`config.mk`:
```
export PLATFORM = sky130hd
export DESIGN_NAME = hpm_round
export DESIGN_NICKNAME = d
export VERILOG_FILES = /design/src/hw/rtl/hpm_pkg.sv /design/src/hw/rtl/hpm_round.sv
export SDC_FILE = /design/constraint.sdc
export NUM_CORES = 1
export LEC_CHECK = 0
export BUFFER_PORTS_ARGS = -buffer_cell sky130_fd_sc_hd__buf_2
export CAP_MARGIN = 15
export CORE_AREA = 2 2 282 284
export DETAILED_ROUTE_END_ITERATION = 8
export DIE_AREA = 0 0 284 286
export PLACE_DENSITY = 0.41
export RECOVER_POWER = 25
export SYNTH_ARGS = -nofsm -noshare
export SYNTH_HDL_FRONTEND = slang
export SYNTH_SLANG_ARGS = --single-unit
```
`constraint.sdc`:
```
create_clock -name i_clk -period 17.7 [get_ports i_clk]
set_input_delay 4.425 -clock i_clk [delete_from_list [all_inputs] [get_ports i_clk]]
set_output_delay 4.425 -clock i_clk [all_outputs]
set_load 0.005 [all_outputs]
```
`src/hw/rtl/hpm_pkg.sv`:
```
// Package for the homography point mapper: widths, register indexes, stage types.
// No dependencies.
package hpm_pkg;
    localparam int COEF_W  = 64;
    localparam int OUT_W   = 32;
    localparam int SUM_W   = 84;             // 84 bits: room for exact sums of two 77-bit products and an offset
    localparam int NUM_W   = SUM_W + 16;     // dividend magnitude after Q16 shift
    localparam int NREG    = 8;
    localparam int IDX_W   = 4;
    localparam logic [OUT_W-1:0] INVALID_COORD = 32'hFFFF_0000;

    typedef enum logic [IDX_W-1:0] {
        REG_R0X = 4'd0, REG_R0Y = 4'd1, REG_R0O = 4'd2,
        REG_R1X = 4'd3, REG_R1Y = 4'd4, REG_R1O = 4'd5,
        REG_R2X = 4'd6, REG_R2Y = 4'd7
    } t_reg_idx;

    // Per-lane divider state handed from cell to cell.
    typedef struct packed {
        logic [NUM_W-1:0] num;   // remaining dividend bits, MSB first
        logic [SUM_W:0]   rem;   // partial remainder
        logic [NUM_W-1:0] quo;   // quotient bits so far
    } t_lane;

    // Item-level control carried alongside the lanes.
    typedef struct packed {
        logic             vld;
        logic             zero_den;
        logic             neg_u;
        logic             neg_v;
        logic [SUM_W-1:0] den;   // denominator magnitude
    } t_ctl;
endpackage

```
`src/hw/rtl/hpm_round.sv`:
```
// Back end: round to nearest, saturate, apply sign, invalid substitution.
// Depends on hpm_pkg.
module hpm_round (
    input  logic           i_clk,
    input  logic           i_rst_n,
    input  logic           i_en,
    input  hpm_pkg::t_ctl  i_ctl,
    input  hpm_pkg::t_lane i_u,
    input  hpm_pkg::t_lane i_v,
    output logic           o_vld,
    output logic [hpm_pkg::OUT_W-1:0] o_x,
    output logic [hpm_pkg::OUT_W-1:0] o_y,
    output logic           o_ok,
    output logic           o_sat
);
    logic r_vld, r_ok, r_sat;
    logic [hpm_pkg::OUT_W-1:0] r_x, r_y;
    logic [hpm_pkg::OUT_W-1:0] n_x, n_y;
    logic sat_x, sat_y;

    function automatic logic [hpm_pkg::OUT_W:0] fin(hpm_pkg::t_lane a,
            logic [hpm_pkg::SUM_W-1:0] d, logic neg);
        logic [hpm_pkg::NUM_W:0]   q;
        logic [hpm_pkg::SUM_W+1:0] r2;
        logic [hpm_pkg::OUT_W-1:0] lim;
        logic [hpm_pkg::OUT_W-1:0] mag;
        logic                      s;
        r2  = {a.rem, 1'b0};
        q   = {1'b0, a.quo} + {{hpm_pkg::NUM_W{1'b0}}, (r2 >= {2'b0, d})};
        lim = neg ? 32'h8000_0000 : 32'h7FFF_FFFF;
        s   = (q > {{(hpm_pkg::NUM_W-hpm_pkg::OUT_W+1){1'b0}}, lim});
        mag = s ? lim : q[hpm_pkg::OUT_W-1:0];
        return {s, neg ? -mag : mag};
    endfunction

    always_comb begin
        {sat_x, n_x} = fin(i_u, i_ctl.den, i_ctl.neg_u);
        {sat_y, n_y} = fin(i_v, i_ctl.den, i_ctl.neg_v);
    end

    always_ff @(posedge i_clk) begin
        if (!i_rst_n) begin
            r_vld <= 1'b0;
        end else if (i_en) begin
            r_vld <= i_ctl.vld;
        end
    end

    always_ff @(posedge i_clk) begin
        if (i_en) begin
            r_ok  <= !i_ctl.zero_den;
            r_sat <= !i_ctl.zero_den && (sat_x || sat_y);
            r_x   <= i_ctl.zero_den ? hpm_pkg::INVALID_COORD : n_x;
            r_y   <= i_ctl.zero_den ? hpm_pkg::INVALID_COORD : n_y;
        end
    end

    assign o_vld = r_vld;
    assign o_x   = r_x;
    assign o_y   = r_y;
    assign o_ok  = r_ok;
    assign o_sat = r_sat;
endmodule

```
==> results.sh, run 1 <==
export IMPL_status="complete, no violations"
export IMPL_period_minus_slack_ns=14.87
export IMPL_rows=103
export IMPL_power_leakage_uw=0.00857
export IMPL_drt_total_wl_microns=76100
export IMPL_area_delta_synth_final_pct=25.9
export IMPL_die_w_microns=284
export IMPL_gr_total_overflow=0
export IMPL_seq_power_share=0.270
export IMPL_place_ws_ns=2.31
export IMPL_mappedNetlistArea_sq_um=15900
export IMPL_max_cap_violations=0
export IMPL_path_depth=41
export IMPL_antenna_found_initial=18
export IMPL_synth_area_leaders="ha_1 19%, edfxtp_1 12%, nand4_1 6.7%, a21o_1 4.7%, nand2_1 4.0%"
export IMPL_die_h_microns=286
export IMPL_register_area_sq_um=2000
export IMPL_ys_seq_area_frac=0.126
export IMPL_dp_hpwl_microns=64600
export IMPL_swShare=0.404
export IMPL_syn_avg_cell_area_sq_um=7.34
export IMPL_grt_use_total=0.181
export IMPL_multiInputGateArea_sq_um=13100
export IMPL_holdCritPathClass="reg -> reg"
export IMPL_synth_common_cells="236 x ha_1, 171 x nand2_1, 171 x nand4_1"
export IMPL_ff2ff_setup_slack_ns=17.11
export IMPL_slew_headroom=0.355
export IMPL_cpMaxStageDelayCell="nor4_1"
export IMPL_p_switching_uw=293
export IMPL_worstReg2RegEnd="o_vld"
export IMPL_clock_latency_ns=0.36
export IMPL_cts_htree_levels=3
export IMPL_required_ns=17.77
export IMPL_ant_nets=0
export IMPL_setup_tns_ns=0
export IMPL_cp_startpoint="i_ctl[4]"
export IMPL_ys_seq_elements=67
export IMPL_holdWs_ns=0.522
export IMPL_cts_clk_slew_worst_paths_ns=0.07
export IMPL_start_util=0.203
export IMPL_setup_ws_ns=2.83
export IMPL_num_vias=18900
export IMPL_r2r_start="o_vld"
export IMPL_clock_path_buffers=2
export IMPL_fill_cells=8955
export IMPL_worst_setup_path_type="in -> reg"
export IMPL_fin_crit_sh=0.840
export IMPL_arrival_ns=14.93
export IMPL_grt_first_pass_wirelength_microns=114000
export IMPL_tightest_slew_ns=0.958
export IMPL_io_buffers=527
export IMPL_grt_max_degree=80
export IMPL_cts_tree="done"
export IMPL_ioPinCount=728
export IMPL_max_clock_freq_mhz=67.3
export IMPL_critPathCaptureType="flip-flop"
export IMPL_synth_edff_count=66
export IMPL_place_inst=3697
export IMPL_die_area_sq_um=81200
export IMPL_hold_viol=0
export IMPL_wire_per_inst_microns=20.4
export IMPL_via_per_inst=5.08
export IMPL_synth_cell_types=79
export IMPL_gp_congestion=0.867
export IMPL_synth_area_leader_cell="ha_1"
export IMPL_power_density_nw_per_um2=36.2
export IMPL_synth_top_area_frac=0.186
export IMPL_cts_hold_buf=0
export IMPL_max_stage_delay_ns=0.74
export IMPL_startpoint_type="primary input"
export IMPL_syn_nets=3064
export IMPL_rsz0062_at_grt="false"
export IMPL_post_synth_inst_count=2167
export IMPL_cts_sinks=67
export IMPL_fin_worst_skew_ns=0
export IMPL_internal_power_uw=432
export IMPL_critPathTopFamily="simple AND/OR/NAND/NOR gates"
export IMPL_finalNetCount=3555
export IMPL_cts_buffers=9
export IMPL_grt_pass1_vias=18600
export IMPL_drive_gt1_frac=0.219
export IMPL_final_setup_viol_count=0
export IMPL_final_cells=3725
export IMPL_critPathMaxFanout=21
export IMPL_dpl_cell_area_sq_um=19700
export IMPL_fin_area_sq_um=20000
export IMPL_yosys_warnings=0
export IMPL_post_cts_buffers=0
export IMPL_core_area_sq_um=78400
export IMPL_worst_path_buf_inv=3
export IMPL_synth_most_common_cell="ha_1"
export IMPL_r2r_worst_path_cells=2
export IMPL_crit_top_cell="ha_1"
export IMPL_drt_initial_drc_count=1409
export IMPL_report_final_slew_viol_count=0
export IMPL_route_detailed_drc=0
export IMPL_critPathCapture="o_x[26]"
export IMPL_synthFlopType="edfxtp_1"
export IMPL_dr_pass1_iters=5
export IMPL_pwr_share_comb=0.456
export IMPL_root_buffer="clkbuf_16"
export IMPL_synthArstFlopShare=0
export IMPL_p_clk_frac=0.274
export IMPL_peakVddDrop_mv=0.0276
export IMPL_cts_resized=0
==> cells in the final DEF (no fill, tap or decap), drive strengths merged, types with 26 or more instances in the layout <==
master,instances
buf,519
ha,236
nand4,175
nand2,172
inv,156
nor2,132
a21oi,130
nand3,122
a21o,100
nor3,100
o21ai,98
nor4,75
xnor2,73
edfxtp,66
and3,48
xor2,48
and4,47
clkbuf,34
a31oi,26
==> worst min-delay path by stage <==
stage / start / depth (start not counted) / slack [ns] / endpoint
6_report: o_vld / 2 / 0.52 / o_vld
5_1_grt: o_vld / 2 / 0.55 / o_vld
4_1_cts: o_vld / 2 / 0.53 / o_vld
3_5_place_dp: o_vld / 2 / 0.52 / o_vld
3_3_place_gp: o_vld / 2 / 0.50 / o_vld
2_1_floorplan: o_vld / 2 / 0.51 / o_vld
==> worst register-to-register path, delay by kind of cell (launching register included) <==
| kind | cells | cell delay, ns |
|---|---|---|
| mux | 1 | 0.11 |
| simple gates | 1 | 0.06 |
| flops | 1 | 0.31 |
==> layer usage <==
| metal | vias to the layer above | track usage | share of wire |
|---|---|---|---|
| met5 | - | 0 | 0.00092 |
| met1 | 8803 | 0.247 | 0.47 |
| li1 | 9382 | - | - |
| met3 | 76 | 0.0329 | 0.063 |
| met4 | 12 | 0.0338 | 0.015 |
| met2 | 653 | 0.299 | 0.45 |
==> sequential cells by signal, summed over array words and instances, names as in the netlist <==
signal and cells:
o_x 32, o_y 32, o_ok 1, o_sat 1
o_vld 1
==> power by group through the flow <==
stage               logic [uW]  clock network, uW  registers (uW)
finish                     331                199             195
floorplan                  170                  0             196
global placement           333                  0             199
CTS                        333                210             196
detailed placement         331                  0             199
global route               374                213             197
==> final cells by class <==
type,instances,area share
clock inverters,7,0.00369
multi-input cells,1882,0.653
inverters,154,0.0289
clock buffers,9,0.0112
diodes,12,0.00150
repair buffers,544,0.136
well taps,1050,0.0656
flip-flops and latches,67,0.0999
==> cells by family after synthesis <==
group | Yosys count | synth area share
and+or+nand+nor | 1001 | 0.348
AOI/OAI and AO/OA | 505 | 0.208
buffers and inverters | 218 | 0.0531
DFF | 67 | 0.126
adders and majority gates | 236 | 0.186
muxes | 19 | 0.0121
xor gates and xnor gates | 121 | 0.0666
==> through the flow <==
step                      total power, uW  utilization
after floorplan                       366            -
after global placement                532        0.252
after detailed placement              530        0.252
after CTS                             738        0.256
after global routing                  784        0.255
final                                 725        0.256
Power figures use the tool's default switching activity.
==> inputs of run 2 (changes only) <==
CORE_AREA = 2 2 280 282   (was 2 2 282 284)
DIE_AREA = 0 0 282 284   (was 0 0 284 286)
PLACE_DENSITY = 0.43   (was 0.41)
clock period = 12.6 ns   (was 17.7 ns; I/O delays follow)
==> results.sh, run 2 (same netlist as run 1, synthesis figures left out) <==
export IMPL_via_per_inst=5.05
export IMPL_ioPinCount=728
export IMPL_grt_busiest_layer="met2"
export IMPL_worstReg2RegEnd="o_vld"
export IMPL_grt_util_met3=0.0304
export IMPL_worst_setup_path_type="in -> reg"
export IMPL_fill_cells=8707
export IMPL_ant_nets=0
export IMPL_dpl_cell_area_sq_um=20600
export IMPL_status="complete, no violations"
export IMPL_cts_clk_slew_worst_paths_ns=0.08
export IMPL_r2r_start="o_vld"
export IMPL_antenna_found_initial=21
export IMPL_gp_congestion=0.921
export IMPL_start_util=0.207
export IMPL_num_vias=19300
export IMPL_whs_path_depth=2
export IMPL_route_detailed_drc=0
export IMPL_die_w_microns=282
export IMPL_power_leakage_uw=0.00912
export IMPL_critPathCaptureType="flip-flop"
export IMPL_drive_gt1_frac=0.252
export IMPL_rows=102
export IMPL_report_final_slew_viol_count=0
export IMPL_cts_tree="done"
export IMPL_period_minus_slack_ns=11.86
export IMPL_holdCritPathClass="reg -> reg"
export IMPL_whs_endpoint="o_vld"
export IMPL_post_cts_buffers=0
export IMPL_seq_power_share=0.253
export IMPL_place_inst=3799
export IMPL_power_density_nw_per_um2=51.1
export IMPL_cts_htree_levels=3
export IMPL_slew_headroom=0.319
export IMPL_final_common_cell="buf_2"
export IMPL_wire_per_inst_microns=20.2
export IMPL_max_stage_delay_ns=0.49
export IMPL_required_ns=12.73
export IMPL_holdWs_ns=0.519
export IMPL_gr_total_overflow=0
export IMPL_internal_power_uw=645
export IMPL_p_clk_frac=0.283
export IMPL_tightest_slew_ns=1.01
export IMPL_setup_ws_ns=0.741
export IMPL_peakVddDrop_mv=0.0454
export IMPL_ff2ff_setup_slack_ns=12.01
export IMPL_die_area_sq_um=80100
export IMPL_grt_max_degree=78
export IMPL_dr_pass1_iters=6
export IMPL_arrival_ns=11.99
export IMPL_cpMaxStageDelayCell="or4_1"
export IMPL_place_ws_ns=-0.111
export IMPL_met2_usage=0.301
export IMPL_area_delta_synth_final_pct=31.5
export IMPL_layout_common_cells="500 x buf_2, 236 x ha_1, 171 x nand2_1, 171 x nand4_1, 154 x inv_1"
export IMPL_clock_latency_ns=0.39
export IMPL_pwr_share_comb=0.464
export IMPL_hold_viol=0
export IMPL_gr_usage_met1=0.263
export IMPL_die_h_microns=284
export IMPL_drt_initial_drc_count=1430
export IMPL_final_cells=3831
export IMPL_power_uw=1070
export IMPL_startpoint_type="primary input"
export IMPL_io_buffers=527
export IMPL_grt_first_pass_wirelength_microns=116000
export IMPL_fin_worst_skew_ns=0
export IMPL_root_buffer="clkbuf_16"
export IMPL_min_from="o_vld"
export IMPL_rsz0062_at_grt="false"
export IMPL_max_clock_freq_mhz=84.3
export IMPL_r2r_worst_path_cells=2
export IMPL_fin_crit_sh=0.941
export IMPL_cts_hold_buf=0
export IMPL_grt_use_total=0.188
export IMPL_critPathMaxFanout=6
export IMPL_cts_buffers=9
export IMPL_finalNetCount=3667
export IMPL_grt_pass1_vias=18800
export IMPL_core_area_sq_um=77000
export IMPL_clock_path_buffers=2
export IMPL_dp_hpwl_microns=65600
export IMPL_cts_sinks=67
export IMPL_final_setup_viol_count=0
export IMPL_fin_area_sq_um=20900
export IMPL_swShare=0.396
export IMPL_cts_resized=0
export IMPL_drt_total_wl_microns=77400
export IMPL_max_cap_violations=0
export IMPL_p_switching_uw=424
-- run 2: layout make-up --
cell class                 count  area, sq um  area share
clock buffer                  10          229      0.0109
timing repair buffer         656         3580       0.171
inverter                     154          578      0.0276
antenna                       16         40.0     0.00191
tap                         1040         1300      0.0622
sequential                    67         2000      0.0956
multi-input combinational   1882        13100       0.627
clock inverter                 6         88.8     0.00424
-- run 2: power groups by stage --
stage          Combinational (uW)  Sequential [uW]  Clock [uW]
2_1_floorplan                 238              276           0
3_3_place_gp                  494              276           0
3_5_place_dp                  492              275           0
4_1_cts                       495              271         318
5_1_grt                       556              272         323
6_report                      496              271         302
-- run 2: worst max-delay path by stage --
stage / startpoint / to / slack [ns] / cells after the start
4_1_cts: i_ctl[3] / o_x[30] / 0.24 / 44
6_report: i_ctl[3] / o_x[30] / 0.74 / 45
3_3_place_gp: i_ctl[3] / o_x[26] / -0.14 / 45
2_1_floorplan: i_ctl[3] / o_x[22] / 1.34 / 42
3_5_place_dp: i_ctl[3] / o_x[26] / -0.11 / 43
5_1_grt: i_ctl[3] / o_x[26] / 0.05 / 44
-- run 2: worst max-delay path: cells and delay by family --
kind                       cells  cell delay (ns)
adders and majority gates      4             1.06
buffers and inverters          7             0.80
muxes                          1             0.29
and+or+nand+nor               17             3.54
AOI/OAI and AO/OA             16             3.14
-- run 2: layer usage --
| layer | vias up | part of all wire |
|---|---|---|
| li1 | 9602 | - |
| met1 | 9035 | 0.47 |
| met2 | 624 | 0.45 |
| met3 | 65 | 0.062 |
| met4 | 12 | 0.014 |
| met5 | - | 0.0010 |
-- run 2: metrics by stage --
step / setup TNS (ns) / util
floorplan: 0 / -
global route: 0 / 0.272
global placement: -0.382 / 0.267
finish: 0 / 0.272
CTS: 0 / 0.271
detailed placement: -0.279 / 0.267
