--- src/hw/rtl/hpm_pkg.sv ---
// Package for the homography point mapper: widths, register indexes, stage types.
// No dependencies.
package hpm_pkg;
    localparam int COEF_W  = 64;
    localparam int OUT_W   = 32;
    localparam int SUM_W   = 84;             // 84 bits: room for exact sums of two 77-bit products and an offset
    localparam int NUM_W   = SUM_W + 16;     // dividend magnitude after Q16 shift
    localparam int NREG    = 8;
    localparam int IDX_W   = 4;
    localparam logic [OUT_W-1:0] INVALID_COORD = 32'hFFFF_0000;

    typedef enum logic [IDX_W-1:0] {
        REG_R0X = 4'd0, REG_R0Y = 4'd1, REG_R0O = 4'd2,
        REG_R1X = 4'd3, REG_R1Y = 4'd4, REG_R1O = 4'd5,
        REG_R2X = 4'd6, REG_R2Y = 4'd7
    } t_reg_idx;

    // Per-lane divider state handed from cell to cell.
    typedef struct packed {
        logic [NUM_W-1:0] num;   // remaining dividend bits, MSB first
        logic [SUM_W:0]   rem;   // partial remainder
        logic [NUM_W-1:0] quo;   // quotient bits so far
    } t_lane;

    // Item-level control carried alongside the lanes.
    typedef struct packed {
        logic             vld;
        logic             zero_den;
        logic             neg_u;
        logic             neg_v;
        logic [SUM_W-1:0] den;   // denominator magnitude
    } t_ctl;
endpackage

--- src/hw/rtl/hpm_div_cell.sv ---
// One restoring-division cell: retires one quotient bit for both lanes.
// Depends on hpm_pkg.
module hpm_div_cell (
    input  logic           i_clk,
    input  logic           i_rst_n,
    input  logic           i_en,
    input  hpm_pkg::t_ctl  i_ctl,
    input  hpm_pkg::t_lane i_u,
    input  hpm_pkg::t_lane i_v,
    output hpm_pkg::t_ctl  o_ctl,
    output hpm_pkg::t_lane o_u,
    output hpm_pkg::t_lane o_v
);
    hpm_pkg::t_ctl  r_ctl;
    hpm_pkg::t_lane r_u, r_v, n_u, n_v;

    function automatic hpm_pkg::t_lane step(hpm_pkg::t_lane a, logic [hpm_pkg::SUM_W-1:0] d);
        hpm_pkg::t_lane      b;
        logic [hpm_pkg::SUM_W:0] sh;
        logic [hpm_pkg::SUM_W:0] df;
        sh = {a.rem[hpm_pkg::SUM_W-1:0], a.num[hpm_pkg::NUM_W-1]};
        df = sh - {1'b0, d};
        b.num = {a.num[hpm_pkg::NUM_W-2:0], 1'b0};
        if (!df[hpm_pkg::SUM_W]) begin
            b.rem = df;
            b.quo = {a.quo[hpm_pkg::NUM_W-2:0], 1'b1};
        end else begin
            b.rem = sh;
            b.quo = {a.quo[hpm_pkg::NUM_W-2:0], 1'b0};
        end
        return b;
    endfunction

    always_comb begin
        n_u = step(i_u, i_ctl.den);
        n_v = step(i_v, i_ctl.den);
    end

    always_ff @(posedge i_clk) begin
        if (!i_rst_n) begin
            r_ctl.vld <= 1'b0;
        end else if (i_en) begin
            r_ctl.vld <= i_ctl.vld;
        end
    end

    always_ff @(posedge i_clk) begin
        if (i_en) begin
            r_ctl.zero_den <= i_ctl.zero_den;
            r_ctl.neg_u    <= i_ctl.neg_u;
            r_ctl.neg_v    <= i_ctl.neg_v;
            r_ctl.den      <= i_ctl.den;
            r_u            <= n_u;
            r_v            <= n_v;
        end
    end

    assign o_ctl = r_ctl;
    assign o_u   = r_u;
    assign o_v   = r_v;
endmodule

--- config.mk ---
export PLATFORM = sky130hd
export DESIGN_NAME = hpm_div_cell
export DESIGN_NICKNAME = d
export VERILOG_FILES = /design/src/hw/rtl/hpm_pkg.sv /design/src/hw/rtl/hpm_div_cell.sv
export SDC_FILE = /design/constraint.sdc
export NUM_CORES = 1
export LEC_CHECK = 0
export ABC_AREA = 1
export BUFFER_PORTS_ARGS = -buffer_cell sky130_fd_sc_hd__buf_4
export CAP_MARGIN = 20
export CORE_AREA = 3 3 516 518
export CTS_BUF_LIST = sky130_fd_sc_hd__clkbuf_16
export CTS_CLUSTER_SIZE = 40
export DETAILED_ROUTE_END_ITERATION = 8
export DIE_AREA = 0 0 519 521
export MAX_ROUTING_LAYER = met4
export PLACE_DENSITY = 0.32
export SLEW_MARGIN = 20
export SYNTH_ARGS = -nofsm -noshare
export SYNTH_HDL_FRONTEND = slang
export SYNTH_SLANG_ARGS = --single-unit
export TNS_END_PERCENT = 30
--- constraint.sdc ---
create_clock -name i_clk -period 3.2 [get_ports i_clk]
set_input_delay 0.32 -clock i_clk [delete_from_list [all_inputs] [get_ports i_clk]]
set_output_delay 0.32 -clock i_clk [all_outputs]
set_load 0.1 [all_outputs]
==> results of run 1 <==
how the worst max path moves through the flow:
stage          slack [ns]      start  depth (start not counted)        to
3_5_place_dp        -0.12  i_ctl[59]                         17  o_u[152]
5_1_grt           -0.0008  i_ctl[36]                         19  o_u[178]
4_1_cts              0.12  i_ctl[36]                         16  o_u[155]
3_3_place_gp        -0.12  i_ctl[59]                         17  o_u[152]
2_1_floorplan        0.85   i_v[284]                         16  o_v[153]
6_report             0.08  i_ctl[11]                         18  o_u[131]
cells by family after synthesis:
logic type,count (synthesis)
XOR/XNOR,78
other,1
adder cells (fa/ha/maj),170
buffers and inverters,1020
flip-flops,656
AO/OA/AOI/OAI,201
AND/OR/NAND/NOR,2788
metrics by stage:
step                      hold WS [ns]  instances  power (mW)  setup WS [ns]
after floorplan                 0.4135       4915       19.79         0.8458
after global placement          0.4984      10121       25.81        -0.1199
after detailed placement        0.4994      10121       25.74        -0.1152
after CTS                     0.003794      10936       37.23         0.1182
after global routing           0.03621      10972       38.00     -0.0008265
final                          0.07249      10990       36.62        0.08385
synthesized netlist by cell type (18+ instances only):
library cell | number | area (sq um)
nand2_1 | 1950 | 7320
inv_1 | 944 | 3543
edfxtp_1 | 655 | 19670
nor2_1 | 399 | 1498
nand3_1 | 331 | 1657
ha_1 | 168 | 2102
a21oi_1 | 119 | 595.6
xor2_1 | 76 | 665.6
nand2_2 | 31 | 193.9
o21bai_1 | 28 | 210.2
o21ai_0 | 25 | 125.1
buf_4 | 23 | 172.7
nor2_2 | 23 | 143.9
inv_2 | 19 | 71.32
buf_2 | 18 | 90.09
layer usage:
layer / global-route usage (%) / share of wire [%] / vias to the layer above
li1: - / - / 20250
met1: 27.72 / 41 / 20942
met2: 42.43 / 52 / 1326
met3: 3.627 / 4.5 / 259
met4: 5.251 / 2.5 / 0
met5: - / 0 / -
state kept, by name, indices dropped and copies added (netlist names):
signal,flops
o_u,284
o_v,284
o_ctl,88
layout make-up:
class,instances,area [sq um],share of cell area (%)
Timing Repair Buffer,2393,20460,30.76
Clock inverter,74,625.6,0.9406
Antenna cell,54,135.1,0.2032
Tap cell,3515,4398,6.612
Sequential cell,656,19690,29.60
Inverter,964,3622,5.446
Clock buffer,95,2377,3.574
Multi-Input combinational cell,3239,15210,22.86
what timing repair did:
| action | CTS | global route |
|---|---|---|
| setup endpoints to repair | 0 | 18 |
| hold buffers | 646 | 0 |
| gates resized for setup | 0 | 6 |
| hold endpoints to repair | 645 | 0 |
worst min-delay path: cells and delay by family:
family                 cells  cell delay (ns)
buffers and inverters      1             0.12
and+or+nand+nor            2             0.23
power breakdown:
| group | internal, mW | total, mW | switching, mW |
|---|---|---|---|
| combinational | 3.89 | 15.3 | 11.4 |
| clock | 5.82 | 10.4 | 4.57 |
| sequential | 10.5 | 11.0 | 0.455 |
| total | 20.2 | 36.6 | 16.4 |
cells in the final DEF (no fill, tap or decap), types with 69 or more instances in the layout:
cell type and n:
a21oi_1 119, buf_12 69, buf_4 1676, clkbuf_16 95, dlygate4sd3_1 646, edfxtp_1 655
ha_1 167, inv_1 967, nand2_1 1948, nand3_1 330, nor2_1 399, xor2_1 76
==> impl_results.md, run 1 <==
- Synth Area in XOR/XNOR: around 1.8%
- Period minus WS final: 3.116 ns
- H-tree depth: 3
- TritonCTS Sinks: 656
- Ys Warns: 0
- Compound-gate portion of the synthesized area: 2.941%
- Reg-to-reg critical path startpoint: o_ctl[87]
- Layout fillers: 29138
- Total core area: 0.2620 sq mm
- FP Rows: 188
- DR vias: 42777
- Cell Pwr Density: 550.6 mW/mm^2
- Root Buffer: clkbuf_16
- Initial core utilization: 14.85%
- Max VDD drop: 0.0004401 V
- Gr usage total: 23.66%
- WP data required: about 3.8 ns
- Static Leak: 32.34 nW
- Clock Path Buffers: 3
- Hold EP: o_v[162]
- Clk slew on worst S/H paths: ~0.060 ns
- CTS tree: yes
- Max Slew Vio Count: 0
- Vias in the first global route: 43388
- Die footprint: 0.2704 sq mm
- Utilization after layout: between 20% and 30%
- Nets@finish: 8179
- Largest family of logic cells by synthesized area: simple AND/OR/NAND/NOR gates
- Num CTS Buffers: 94
- Worst Path Max Fanout: 4
- Hold Path Depth: 3
- Wirelength per Cell: 29.36 um
- DRT Wirelength: 322700 um
- Pin count of the biggest net entering global routing: 82
- PortBufs: 1312
- Routability Congestion: 0.9411
- CP Launch Type: input port
- Synth Flop Type: edfxtp_1
- Sum Neg Setup Slack: 0 ns
- Worst-path cell chain: dlygate4sd3_1 > buf_4 > inv_1 > ha_1 > nand2_1 > buf_4 > nor2_1 > nand2_1 > inv_1 > nand2_1 > nand2_1 > nand2_1 > nand3_1 > buf_4 > xor2_1 > buf_4 > nand3_1 > nand2_1
- Async SR Flop Fraction: 0%
- Worst-skew pair later-pin latency: 0.74 ns
- Worst EP arrival: roughly 3.7 ns
- Max Clk Rate: 0.3209 GHz
- Outcome: finished, final reports clean
- Setup Viol. Count Final: 0
- Drt drc: 0
- Synthesized area: 0.03892 sq mm
- Layout cells sized above 1: 26.60%
- Synth Instances: 4914
- HP Class: input port to flip-flop
- Final Cell Area: 0.06651 sq mm
- RR Endpoint: o_ctl[87]
- Final Skew: 0 ns
- Number of synthesized register bits: roughly 660
- Max incr delay on CP: 0.56 ns
- Iter 0 DRT Violations: 2800
- Die height: 521 um
- GR Overflow Total: 0
- Flop2flop setup slack: 1.84 ns
- Area growth, synth to finish: 70.87%
- Unrepaired setup endpoints after global routing: yes
- Slew headroom: 38.48%
- First-pass GRT wire length: 413100 um
- Adder-cell share of the synthesized area: 5.503%
- R2R cell count: 3
- Crit. End Element: flip-flop
- Mux contribution to synthesized area: 0%
- Io pins: 1319
- Kind of critical path: input port to flip-flop
- Post-DP Area: 0.05689 sq mm
- Pre-antenna DRT Iters: 6
- Syn avg cell area: 7.921 sq um
- Synth cell types: around 40
- Register area share after synthesis: 50.58%
- CP Buf/Inv Count: 7
- CP max-delay cell: dlygate4sd3_1
- Post-CTS setup buffer count: 0
- MaxCap Viol Count: 0
- Post-DP HPWL: about 280000 um
- Post-synthesis simple-gate area fraction: 28.82%
- Cell repeated most along the worst path: nand2_1
- Via density per instance: 3.892
- Hold Path Origin: i_v[161]
- Fin. Hold Viols: 0
- Post-synth EDFFs: 655
- Worst Max-Slew Pin Slew: 0.9229 ns
- CP top delay family: buffers and inverters
- ANT nets after route: 0
- Final period util: 97.38%
- Die X-Extent: between 500 and 600 um
- Initial antenna violation count: roughly 110
Note: power is estimated with default switching activity, not from simulation.
==> run 2: changes to the inputs <==
--- a/config.mk
+++ b/config.mk
@@ -7,14 +7,14 @@
 export LEC_CHECK = 0
 export ABC_AREA = 1
 export BUFFER_PORTS_ARGS = -buffer_cell sky130_fd_sc_hd__buf_4
-export CAP_MARGIN = 20
+export CAP_MARGIN = 40
 export CORE_AREA = 3 3 516 518
 export CTS_BUF_LIST = sky130_fd_sc_hd__clkbuf_16
 export CTS_CLUSTER_SIZE = 40
 export DETAILED_ROUTE_END_ITERATION = 8
 export DIE_AREA = 0 0 519 521
 export MAX_ROUTING_LAYER = met4
-export PLACE_DENSITY = 0.32
+export PLACE_DENSITY = 0.31
 export SLEW_MARGIN = 20
 export SYNTH_ARGS = -nofsm -noshare
 export SYNTH_HDL_FRONTEND = slang
==> run 2 against run 1 <==
Compared with the run above:
- critical path depth did not move
- cell area increased by 2.3%
- routed wire length fell by 0.18%
- combinational power hardly changed
- core utilization is 0.58 points higher
- largest power group unchanged
- worst setup slack improved by 0.077 ns
- die area unchanged
- via count up 1.2%
- non-clock buffer count up 192
- clock skew unchanged
- first-iteration DRC count is 1.5% higher
- critical path type unchanged
- sequential cell count did not move
==> impl_results.md, run 2 (synthesis gave the netlist of run 1 again) <==
- Outcome: finished, final reports clean
- TritonCTS Sinks: 656
- PortBufs: 1312
- Drt drc: 0
- Top sig layer: met4
- Root Buffer: clkbuf_16
- Worst-skew pair later-pin latency: 0.75 ns
- FP Rows: 188
- Flop2flop setup slack: roughly 1.9 ns
- Max Slew Vio Count: 0
- Worst Max-Slew Pin Slew: 0.6252 ns
- Unrepaired setup endpoints after global routing: no
- Slew headroom: 58.32%
- Nets@finish: 8370
- CP Launch Type: input port
- Layout cells sized above 1: 28.51%
- Wl on met1: 133400 um
- Static Leak: 33.27 nW
- Pre-antenna DRT Iters: 5
- Initial antenna violation count: 89
- Initial core utilization: between 10 and 15%
- Gr usage total: 23.63%
- Place WS: -0.4639 ns
- Max VDD drop: 0.0004087 V
- Die X-Extent: 519 um
- Final period util: 94.98%
- WP data required: 3.63 ns
- Critical Path Sink: o_v[150]
- Commonest non-fill, non-tap cell in the layout: nand2_1
- Fin. Hold Viols: 0
- Routed length on met3: 15250 um
- Clk slew on worst S/H paths: 0.06 ns
- First-pass GRT wire length: between 400000 and 500000 um
- Worst Path Max Fanout: 8
- Via density per instance: 3.871
- # resized after CTS: 0
- Pin count of the biggest net entering global routing: 84
- Area growth, synth to finish: 74.79%
- Vias in the first global route: 44145
- HP Class: input port to flip-flop
- GR Overflow Total: 0
- Die footprint: 0.2704 sq mm
- Reg-to-reg critical path startpoint: o_ctl[87]
- Num CTS Buffers: 93
- Clock Path Buffers: 3
- DR vias: between 40000 and 50000
- Total core area: approximately 0.26 sq mm
- Max Clk Rate: about 0.33 GHz
- RR Endpoint: o_ctl[87]
- Worst EP arrival: 3.47 ns
- Iter 0 DRT Violations: 2843
- Die height: between 500 and 600 um
- R2R cell count: 3
- Post-DP HPWL: 283000 um
- Final Skew: 0 ns
- Met2 WL: about 170000 um
- Kind of critical path: input port to flip-flop
- Period minus WS final: 3.039 ns
- CTS tree: yes
- Crit. End Element: flip-flop
- Most frequent cells in the layout: nand2_1 (1950), buf_4 (1865), inv_1 (958)
- DRT Wirelength: 322100 um
- Setup Viol. Count Final: 0
- Routability Congestion: 0.9314
- Io pins: 1319
- MaxCap Viol Count: 0
- Sum Neg Setup Slack: 0 ns
- Cell Pwr Density: 544.9 mW/mm^2
- Wirelength per Cell: 28.81 um
- ANT nets after route: 0
- Final WS setup: 0.1607 ns
- H-tree depth: 3
- Worst Setup SP: i_v[284]
-- run 2: cell count changes in the layout (fill, tap and decap cells not counted), moves of 2 or more --
cell,previous run,this run
buf_4,1676,1865
nand2_1,1948,1950
clkbuf_16,95,93
clkinv_2,10,15
clkinv_1,16,20
buf_12,69,77
inv_1,967,958
nand2_2,33,31
dlygate4sd3_1,646,642
clkinvlp_4,9,5
-- run 2: layout make-up --
cell class                 count  area [sq um]
fill                       29094        194000
multi-input combinational   3239         15190
inverter                     964          3618
tap                         3515          4398
antenna                       53         132.6
timing repair buffer        2585         21980
sequential                   656         19690
clock buffer                  93          2327
clock inverter                75         694.4
-- run 2: through the flow --
stage | cells | hold slack (ns) | area, sq um | util (%) | power [mW]
floorplan | 4915 | 0.4135 | 38930 | - | 19.79
global placement | 10315 | 0.4997 | 58440 | 22.30 | 26.11
detailed placement | 10315 | 0.4994 | 58440 | 22.30 | 26.04
CTS | 11125 | 0.003342 | 67890 | 25.91 | 37.77
global route | 11159 | 0.002586 | 67990 | 25.94 | 38.56
finish | 11180 | 0.07424 | 68040 | 25.96 | 37.07
-- run 2: worst min-delay path by stage --
stage / startpoint / end / depth (start not counted)
floorplan: i_en / o_ctl[87] / 1
global placement: i_u[194] / o_u[195] / 1
detailed placement: i_u[54] / o_u[55] / 1
CTS: i_u[147] / o_u[148] / 3
global route: i_u[147] / o_u[148] / 3
finish: i_u[146] / o_u[147] / 3
-- run 2: power breakdown --
part	total [mW]	internal [mW]	switching, mW
logic	15.6	4.12	11.5
registers	10.9	10.5	0.411
clock network	10.6	5.84	4.74
total	37.1	20.4	16.6
-- run 2: timing repair --
action | 4_1_cts | 5_1_grt
hold buffers | 642 | 0
setup buffers | 0 | 2
endpoints found under the setup margin | 0 | 37
hold endpoints to repair | 672 | 0
-- run 2: critical path, cell delays in order --
cell	delay, ns
dlygate4sd3_1	0.53
buf_4	0.16
inv_1	0.05
ha_1	0.20
fa_1	0.41
inv_1	0.12
nand2_1	0.06
nand2_1	0.07
and2_1	0.18
nand2_1	0.10
nand3_2	0.20
nand3_2	0.14
buf_4	0.16
nand4_2	0.12
nand2_2	0.14
buf_4	0.24
nand2_2	0.07
nand2_1	0.16
-- run 2: per-layer routing --
metal,vias to the layer above,GRT usage (%)
li1,20666,-
met1,21127,27.59
met2,1260,42.51
met3,227,4.062
met4,0,4.547
met5,-,-
==> run 3: changes to the inputs <==
--- a/config.mk
+++ b/config.mk
@@ -9,7 +9,7 @@
 export BUFFER_PORTS_ARGS = -buffer_cell sky130_fd_sc_hd__buf_4
 export CAP_MARGIN = 40
 export CORE_AREA = 3 3 516 518
-export CTS_BUF_LIST = sky130_fd_sc_hd__clkbuf_16
+export CTS_BUF_LIST = sky130_fd_sc_hd__clkbuf_8
 export CTS_CLUSTER_SIZE = 40
 export DETAILED_ROUTE_END_ITERATION = 8
 export DIE_AREA = 0 0 519 521
==> run 3 against run 2 <==
Compared with the run above:
- non-clock buffer count up 48
- register-to-register slack about the same
- cell area up 0.71%
- critical endpoint is now o_u[150]
==> impl_results.md, run 3 (synthesis gave the netlist of run 1 again) <==
- RR Endpoint: o_ctl[87]
- Kind of critical path: input port to flip-flop
- Die height: roughly 520 um
- Initial core utilization: 14.85%
- H-tree depth: 4
- Worst-skew pair later-pin latency: 0.93 ns
- Pin count of the biggest net entering global routing: 84
- Clk slew on worst S/H paths: ~0.060 ns
- Final Skew: 0 ns
- DRT Wirelength: 323500 um
- Total power: between 30 and 40 mW
- Pre-antenna DRT Iters: 5
- Final hold slack: 0.05756 ns
- Wl on met1: around 130000 um
- CTS tree: yes
- TritonCTS Sinks: around 660
- Clock Path Buffers: 4
- Outcome: finished, final reports clean
- First-pass GRT wire length: around 420000 um
- Wirelength per Cell: around 29 um
- Critical Path Sink: o_u[150]
- Static Leak: 33.57 nW
- Max Slew Vio Count: 0
- R2R cell count: 3
- Die X-Extent: 519 um
- Crit. End Element: flip-flop
- Cell Pwr Density: between 500 and 600 mW/mm^2
- Worst Setup SP: i_ctl[0]
- Layout cells sized above 1: 29.34%
- Io pins: 1319
- Final WS setup: around 0.036 ns
- Area growth, synth to finish: 76.04%
- MaxCap Viol Count: 0
- Finished Layout Cells: 11313
- Reg-to-reg critical path startpoint: o_ctl[87]
- WP data required: 3.84 ns
- Setup Viol. Count Final: 0
- Root Buffer: clkbuf_8
- Vias in the first global route: roughly 45000
- Placed cells: 10315
- DR vias: 43749
- Total core area: 0.2620 sq mm
- Via density per instance: 3.867
- Post-DP HPWL: 283000 um
- HP Class: input port to flip-flop
- Nets@finish: 8476
- Unrepaired setup endpoints after global routing: yes
- CP Launch Type: input port
- Worst Path Max Fanout: 7
- Flop2flop setup slack: between 1.5 and 2 ns
- GR Overflow Total: 0
- Commonest non-fill, non-tap cell in the layout: nand2_1
- Final period util: 98.87%
- Met2 WL: roughly 170000 um
- Top sig layer: met4
- Routability Congestion: 0.9314
- Worst Max-Slew Pin Slew: 0.6240 ns
- Utilization after layout: 26.15%
- Period minus WS final: 3.164 ns
- ANT nets after route: 0
- Max VDD drop: 0.0003569 V
- Routed length on met3: 15690 um
- FP Rows: 188
- Max Clk Rate: 0.3161 GHz
- Slew headroom: 58.40%
- Worst EP arrival: 3.80 ns
- Initial antenna violation count: 99
- Drt drc: 0
- PortBufs: ~1300
- Gr usage total: 23.67%
- Place WS: -0.4639 ns
- Iter 0 DRT Violations: roughly 2700
- Most frequent cells in the layout: nand2_1 (1942), buf_4 (1867), inv_1 (980)
- Die footprint: 0.2704 sq mm
- Fin. Hold Viols: 0
- Num CTS Buffers: 151
==> run 3: cell count changes in the layout (fill, tap and decap cells not counted), sizes merged <==
cell          change
clkinvlp          -1
buf               +3
clkbuf           +69
inv              +25
clkinv            -3
bufinv            -1
dlymetal6s4s      +2
diode             -2
dlygate4sd3      +41
==> run 3: per-layer routing <==
metal	up-vias	GRT usage, %
li1	20877	-
met1	21242	27.57
met2	1327	42.30
met3	303	4.137
met4	0	5.189
met5	-	-
==> run 3: cell type report <==
class	instances	area, sq um
flip-flops and latches	656	19690
inverters	964	3626
clock buffers	160	2202
multi-input cells	3239	15410
fillers	29123	193500
repair buffers	2633	22500
well taps	3515	4398
clock inverters	95	573.1
diodes	51	127.6
==> run 3: stage by stage <==
step,TNS (ns),area (sq um)
floorplan,0,38930
CTS,0,68050
global route,-0.02935,68490
finish,0,68520
detailed placement,-16.04,58440
global placement,-15.10,58440
==> run 3: worst max-delay path, stage by stage <==
cell	delay [ns]
dlygate4sd3_1	0.54
buf_4	0.16
buf_4	0.13
ha_1	0.21
fa_1	0.41
inv_1	0.13
nand2_1	0.06
nand2_1	0.07
and2_2	0.19
nand2_1	0.11
nand3_4	0.16
nand3_2	0.11
nand4_1	0.19
nand2_2	0.13
buf_4	0.20
nand2_1	0.07
nand2_1	0.05
dlygate4sd3_1	0.54
==> run 3: report_power, final <==
part / switching (mW) / leakage, nW / internal (mW)
sequential: 0.415 / 6.41 / 10.5
clock: 4.64 / 1.58 / 5.02
combinational: 11.5 / 25.6 / 4.20
total: 16.6 / 33.6 / 19.7
==> run 3: what timing repair did <==
action / 4_1_cts / 5_1_grt
endpoints found under the hold margin: 712 / 2
hold buffers: 683 / 2
endpoints found under the setup margin: 0 / 42
gates resized for setup: 0 / 52
setup buffers: 0 / 5
==> run 3: worst min path at each step <==
stage                 to  startpoint  slack (ns)  depth (start not counted)
3_3_place_gp    o_u[195]    i_u[194]        0.50                          1
6_report        o_v[154]    i_v[153]        0.06                          3
5_1_grt         o_v[154]    i_v[153]       0.001                          3
2_1_floorplan  o_ctl[87]        i_en        0.41                          1
4_1_cts          o_u[58]     i_u[57]      0.0003                          2
3_5_place_dp     o_u[55]     i_u[54]        0.50                          1
